**src/rtl/bsps_pkg.sv**
```systemverilog
// Shared types and constants for the beam scan particle scorer.
package bsps_pkg;

  typedef enum logic [1:0] {
    CMD_MAP   = 2'd0,
    CMD_SCAN  = 2'd1,
    CMD_SCORE = 2'd2
  } cmd_e;

  // Sine polynomial coefficients, Q30
  localparam logic [30:0] TRIG_A = 31'd1686629713;
  localparam logic [29:0] TRIG_B = 30'd688904866;
  localparam logic [26:0] TRIG_C = 27'd76016977;

  localparam logic [47:0] LOGW_LIMIT = 48'h8000_0000_0000;

  typedef struct packed {
    logic [1:0]         command;
    logic [15:0]        cell_index;
    logic               cell_occupied;
    logic [5:0]         beam_slot;
    logic [23:0]        measured_range;
    logic signed [31:0] pos_x;
    logic signed [31:0] pos_y;
    logic [15:0]        heading;
  } in_word_t;

  typedef struct packed {
    logic [8:0]  map_width;
    logic [8:0]  map_height;
    logic [23:0] cells_per_meter;
    logic [15:0] step_length;
    logic [11:0] max_steps;
    logic [23:0] max_range;
    logic [23:0] weight_scale;
  } cfg_t;

endpackage

```
**src/rtl/bsps_front.sv**
```systemverilog
// Input side: takes command words, drops unused commands, queues the rest.
module bsps_front (
  input  logic                clk_i,
  input  logic                rst_ni,
  input  logic                push_i,
  output logic                full_o,
  input  logic                clear_busy_i,
  input  bsps_pkg::in_word_t  word_i,
  output bsps_pkg::in_word_t  word_o,
  output logic                word_valid_o,
  input  logic                word_pop_i
);

  bsps_pkg::in_word_t mem_q [2];
  logic       wr_ptr_q, rd_ptr_q;
  logic [1:0] cnt_q;
  logic       accept, keep;

  assign full_o = (cnt_q == 2'd2) || clear_busy_i;
  assign accept = push_i && !full_o;
  // unused command code: taken, then forgotten
  assign keep   = (word_i.command == bsps_pkg::CMD_MAP) ||
                  (word_i.command == bsps_pkg::CMD_SCAN) ||
                  (word_i.command == bsps_pkg::CMD_SCORE);

  assign word_valid_o = (cnt_q != 2'd0);
  assign word_o       = mem_q[rd_ptr_q];

  always_ff @(posedge clk_i) begin
    if (accept && keep) begin
      mem_q[wr_ptr_q] <= word_i;
    end
  end

  always_ff @(posedge clk_i or negedge rst_ni) begin
    if (!rst_ni) begin
      wr_ptr_q <= 1'b0;
      rd_ptr_q <= 1'b0;
      cnt_q    <= 2'd0;
    end else begin
      if (accept && keep) wr_ptr_q <= ~wr_ptr_q;
      if (word_pop_i && word_valid_o) rd_ptr_q <= ~rd_ptr_q;
      cnt_q <= cnt_q + {1'b0, accept && keep} - {1'b0, word_pop_i && word_valid_o};
    end
  end

endmodule

```
**config.mk**
```make
export PLATFORM = sky130hd
export DESIGN_NAME = bsps_front
export DESIGN_NICKNAME = d
export VERILOG_FILES = /design/src/rtl/bsps_pkg.sv /design/src/rtl/bsps_front.sv
export SDC_FILE = /design/constraint.sdc
export NUM_CORES = 1
export LEC_CHECK = 0
export ABC_AREA = 1
export BUFFER_PORTS_ARGS = -buffer_cell sky130_fd_sc_hd__buf_2
export CORE_UTILIZATION = 52
export CTS_CLUSTER_DIAMETER = 80
export DETAILED_ROUTE_END_ITERATION = 10
export PLACE_DENSITY = 0.79
export RECOVER_POWER = 25
export SETUP_SLACK_MARGIN = 0.5
export SLEW_MARGIN = 20
export SYNTH_ARGS = -nofsm -noshare
export SYNTH_HDL_FRONTEND = slang
export SYNTH_SLANG_ARGS = --single-unit
```
**constraint.sdc**
```tcl
create_clock -name clk_i -period 8.35 [get_ports clk_i]
set_clock_uncertainty 0.2 [all_clocks]
set_input_delay 0.4175 -clock clk_i [delete_from_list [all_inputs] [get_ports clk_i]]
set_output_delay 0.4175 -clock clk_i [all_outputs]
set_load 0.02 [all_outputs]
```
; Word level (Yosys, flattened, before mapping)
; Memories as Yosys holds them, arrays and structs flattened.
; Cells that the tools add are included.
[op_classes]
addsub = 2
n_mul = 0
n_div = 0
order_cmp = 0
n_eq_ne = 3
shift = 0
n_mux = 2
bitwise_logic = 2
reduce_logical = 9
[ops]
columns = operator, n
row1 = $eq 2x2->1 const B, 2
row2 = $logic_and 1x1->1, 3
row3 = $logic_or 1x1->1, 3
row4 = $add 2x1->2, 1
row5 = $eq 2x1->1 const B, 1
row6 = $logic_not 2->1, 1
row7 = $mux 1, 2
row8 = $not 1->1, 2
row9 = $reduce_bool 2->1, 1
row10 = $sub 2x1->2, 1
row11 = $logic_not 1->1, 1
[word_totals]
reg_bits = 4
latchBits = 0
ramBits = 258
rom_bits = 0
inputBits = 134
output_inout_bits = 131
wordCells = 22
mem_count = 1
[memory_table]
columns = memory, depth, width, rd, rd_ports_with_merged_regs, wr, line
row1 = mem_q, 2, 129, 1, 0, 1, bsps_front.sv:14  ; bsps_pkg::in_word_t mem_q [2];

; Longest topological paths before layout
[depth]
depth_word = 7
mapped_depth = 10
mapped_depth_nobuf = 10

; Worst setup path before layout
; OpenSTA, ideal clock, no wires.
[synth_timing]
kind = reg2reg
from = reg cnt_q[1]
to = mem mem_q[1][0] (netlist bit) (enable)
setup_ps = 618
arrival_time_ps = 6023
required_time_ps = 7532
path_slack_ps = 1509
path_stages_with_launch = 4
path_buffers = 0
synth_period_minus_slack_ps = 6841
cell_sequence = dfrtp_1 a21oi_1 nand2_1 nor2_1
[synth_between]
elab_chain_cells = 7
[synth_lines]
columns = element, line
row1 = "start, declared", bsps_front.sv:16  ; logic [1:0] cnt_q;
row2 = "start signal, assigned", bsps_front.sv:43  ; cnt_q <= cnt_q + {1'b0, accept && keep} - {1'b0, word_pop_i && word_valid_o};
row3 = $eq 2x2->1, bsps_front.sv:19  ; assign full_o = (cnt_q == 2'd2) || clear_busy_i;
row4 = $logic_or 1x1->1, bsps_front.sv:19
row5 = $logic_not 1->1, bsps_front.sv:20  ; assign accept = push_i && !full_o;
row6 = $logic_and 1x1->1, bsps_front.sv:20
row7 = $logic_and 1x1->1, bsps_front.sv:30  ; if (accept && keep) begin
row8 = $mux 1, bsps_front.sv:30
row9 = $mux 1 (implied by the code), bsps_front.sv:31  ; mem_q[wr_ptr_q] <= word_i;
row10 = "end, declared", bsps_front.sv:14
; No other way between the ends.

==> impl_metrics.toml <==
[critical_path]
crit_path_max_fanout = 80
path_cells = "inv_4, buf_4, nand2_1, nand2_1, buf_2"
cpPeakStageDelay_ps = 760
worstSetupEndpointType = "output pin"
start_kind = "flip-flop"
path_class = "flip-flop to output pin"
crit_arrival_ps = 3180
cpMaxStageDelayCell = "buf_4"
worstPathRequired_ps = 7730
crit_path_frequent_cell = "nand2_1"

[global_route]
track_usage_pct = 22.7
grt_pass1_vias = 6639
grt_use_met2_pct = 42.1
antenna_found_initial = 0
grt_pass1_wl_um = 32200
grt-busiest-layer = "met2"
grtUsageMet3_pct = 5.30
overflow = 0
grt_use_met1_pct = 25.5
grt_start_max_net_pins = 81

[worst_hold_path]
hp-class = "input pin to flip-flop"

[logic_synthesis]
syn-mean-instance-area_um2 = 13.6
ys_ff_latch = 262
synth_cells = 707
synth_nets = 843
synth.cell_area_um2 = 9580
ys_seq_area_share_pct = 81.9
ys.flop_type = "edfxtp_1"
synth_edf_count = 258
synth.largest_area_cell = "edfxtp_1"
synth_top_area_share_pct = 80.8
synthDistinctLibCells = 14
yosysWarnings = 0
synth.top_cells.by_count = "nand2_1 (398), edfxtp_1 (258), buf_2 (25)"
ys_async_sr_fraction_pct = 1.53
yosysMostFrequentCell = "nand2_1"
synth_area_leaders = "edfxtp_1 (81%), nand2_1 (16%), buf_2 (1.3%), dfrtp_1 (1.0%), inv_1 (0.39%)"

[clock_tree]
clk_pin_slew_ps = 60
tritoncts = "done"
cts_setup_buffers = 0
clk_latency_ps = 510
numCtsBuffers = 26
cts.sinks = 262
clock_path_buffers = 3
root_buffer = "clkbuf_16"
h-tree-depth = 1

[layout]
stdcell_area_um2 = 13100
area_growth_pct = 37.1
fin_nets = 1242
drive_above_1_share_pct = 22.3
diodes = 0

[job]
maxCapViolCount = 0

[floorplan]
core_area_um2 = 18000
initial_core_util_pct = 53.2
die_y_um = 138
dieWidth_um = 138
ios = 265
dieArea_um2 = 19000
placementRows = 49

[route]
drc = 0
drt-initial-drc-count = 330
drt-total-wl_um = 22200
first_pass_iters = 5
wl_per_cell_um = 16.4
viasPerCell = 4.89
num_vias = 6614
drtAntennaViolNets = 0

[timing]
slew_viol_final = 0
fmax_mhz = 263
rsz0062_at_grt = "no"
fin_ws_ps = 4550
hold_violations = 0
min_period_ps = 3800
finalSetupTns_ps = 0
setup_viol = 0
slew_headroom_pct = 36.5
fin_crit_sh_pct = 45.5
worst_pin_slew_ps = 953

[status]
status = "completed"

[placed_design]
place_ws_ps = 5160
dp_hpwl_um = 12200
io_buffers = 264
place.gp.congestion = 0.751
placed_area_um2 = 11100

[pwr]
powerDensity_nw_per_um2 = 310
ir_drop_v = 0.000294
leakage_nw = 5.52
==> kinds of logic (layout without fill, tap and decap cells) <==
logic type / count (synthesis) / count (layout) / synth area share (%)
flops: 262 / 262 / 81.9
simple gates: 400 / 400 / 15.7
buf+inv: 39 / 455 / 1.85
xor+xnor: 2 / 2 / 0.183
fa+ha+maj: 2 / 2 / 0.261
compound gates: 2 / 2 / 0.131
==> layout by cell type, fill, tap and decap left out, drive strengths merged <==
cell | netlist | routed
a21oi | 1 | 1
buf | 25 | 212
bufinv | 0 | 2
clkbuf | 3 | 90
clkinv | 0 | 10
dfrtp | 4 | 4
dlygate4sd3 | 0 | 130
edfxtp | 258 | 258
ha | 2 | 2
inv | 11 | 11
nand2 | 398 | 398
nand3 | 1 | 1
nor2 | 1 | 1
o21bai | 1 | 1
xnor2 | 1 | 1
xor2 | 1 | 1
==> sequential cells by signal (all words and copies together) (netlist names) <==
signal and count:
wr_ptr_q 1, mem_q 258, cnt_q 2, rd_ptr_q 1
==> final cells by class <==
| class | instances | area, um2 |
|---|---|---|
| Sequential cell | 262 | 7850 |
| Fill cell | 1123 | 4880 |
| Timing Repair Buffer | 399 | 2590 |
| Multi-Input combinational cell | 406 | 1570 |
| Clock buffer | 33 | 698 |
| Tap cell | 229 | 287 |
| Clock inverter | 12 | 101 |
| Inverter | 11 | 48.8 |
==> report_power, final <==
group	internal (mW)	switching (mW)	leakage [nW]	total [mW]
registers	1.59	0.0843	2.39	1.68
clock network	0.646	0.450	0.391	1.10
logic	0.386	0.917	2.73	1.30
==> worst paths after layout <==
| check | cells past startpoint | slack, ps | from | endpoint |
|---|---|---|---|---|
| min | 3 | 40 | word_pop_i | rd_ptr_q$_DFFE_PN0P_ |
| max in group asynchronous | 2 | 7610 | rst_ni | rd_ptr_q$_DFFE_PN0P_ |
| min in group asynchronous | 2 | 120 | rst_ni | rd_ptr_q$_DFFE_PN0P_ |
| max | 5 | 4550 | rd_ptr_q$_DFFE_PN0P_ | word_o[10] |
| max reg2reg | 5 | 5350 | cnt_q[1]$_DFF_PN0_ | mem_q[1][126]$_DFFE_PP_ |
| min reg2reg | 1 | 310 | cnt_q[0]$_DFF_PN0_ | cnt_q[0]$_DFF_PN0_ |
==> worst max-delay path: cells and delay by family, from the launching register on <==
| family | cells | cell delay, ps |
|---|---|---|
| and+or+nand+nor | 2 | 290 |
| DFF | 1 | 750 |
| buffers and inverters | 3 | 1490 |
==> metrics by stage <==
stage               hold WS, ps  total power [mW]  cells  utilization, %
detailed placement         31.9              2.95   1177            61.6
CTS                        9.72              4.09   1352            73.3
finish                     41.3              4.08   1352            72.9
global route               42.4              4.28   1352            72.9
floorplan                 -78.1              2.52    707               -
global placement           35.1              2.94   1177            61.6
==> what timing repair did <==
item	in CTS	in global routing
hold buffers	130	0
resized for setup	0	0
hold endpoints to repair	262	0
==> routing by layer <==
metal	up-vias	wire, um
met1	3130	8330
met3	35	1740
met4	0	393
met5	-	0
li1	3178	-
met2	271	11700
Note: power is estimated with default switching activity, not from simulation.
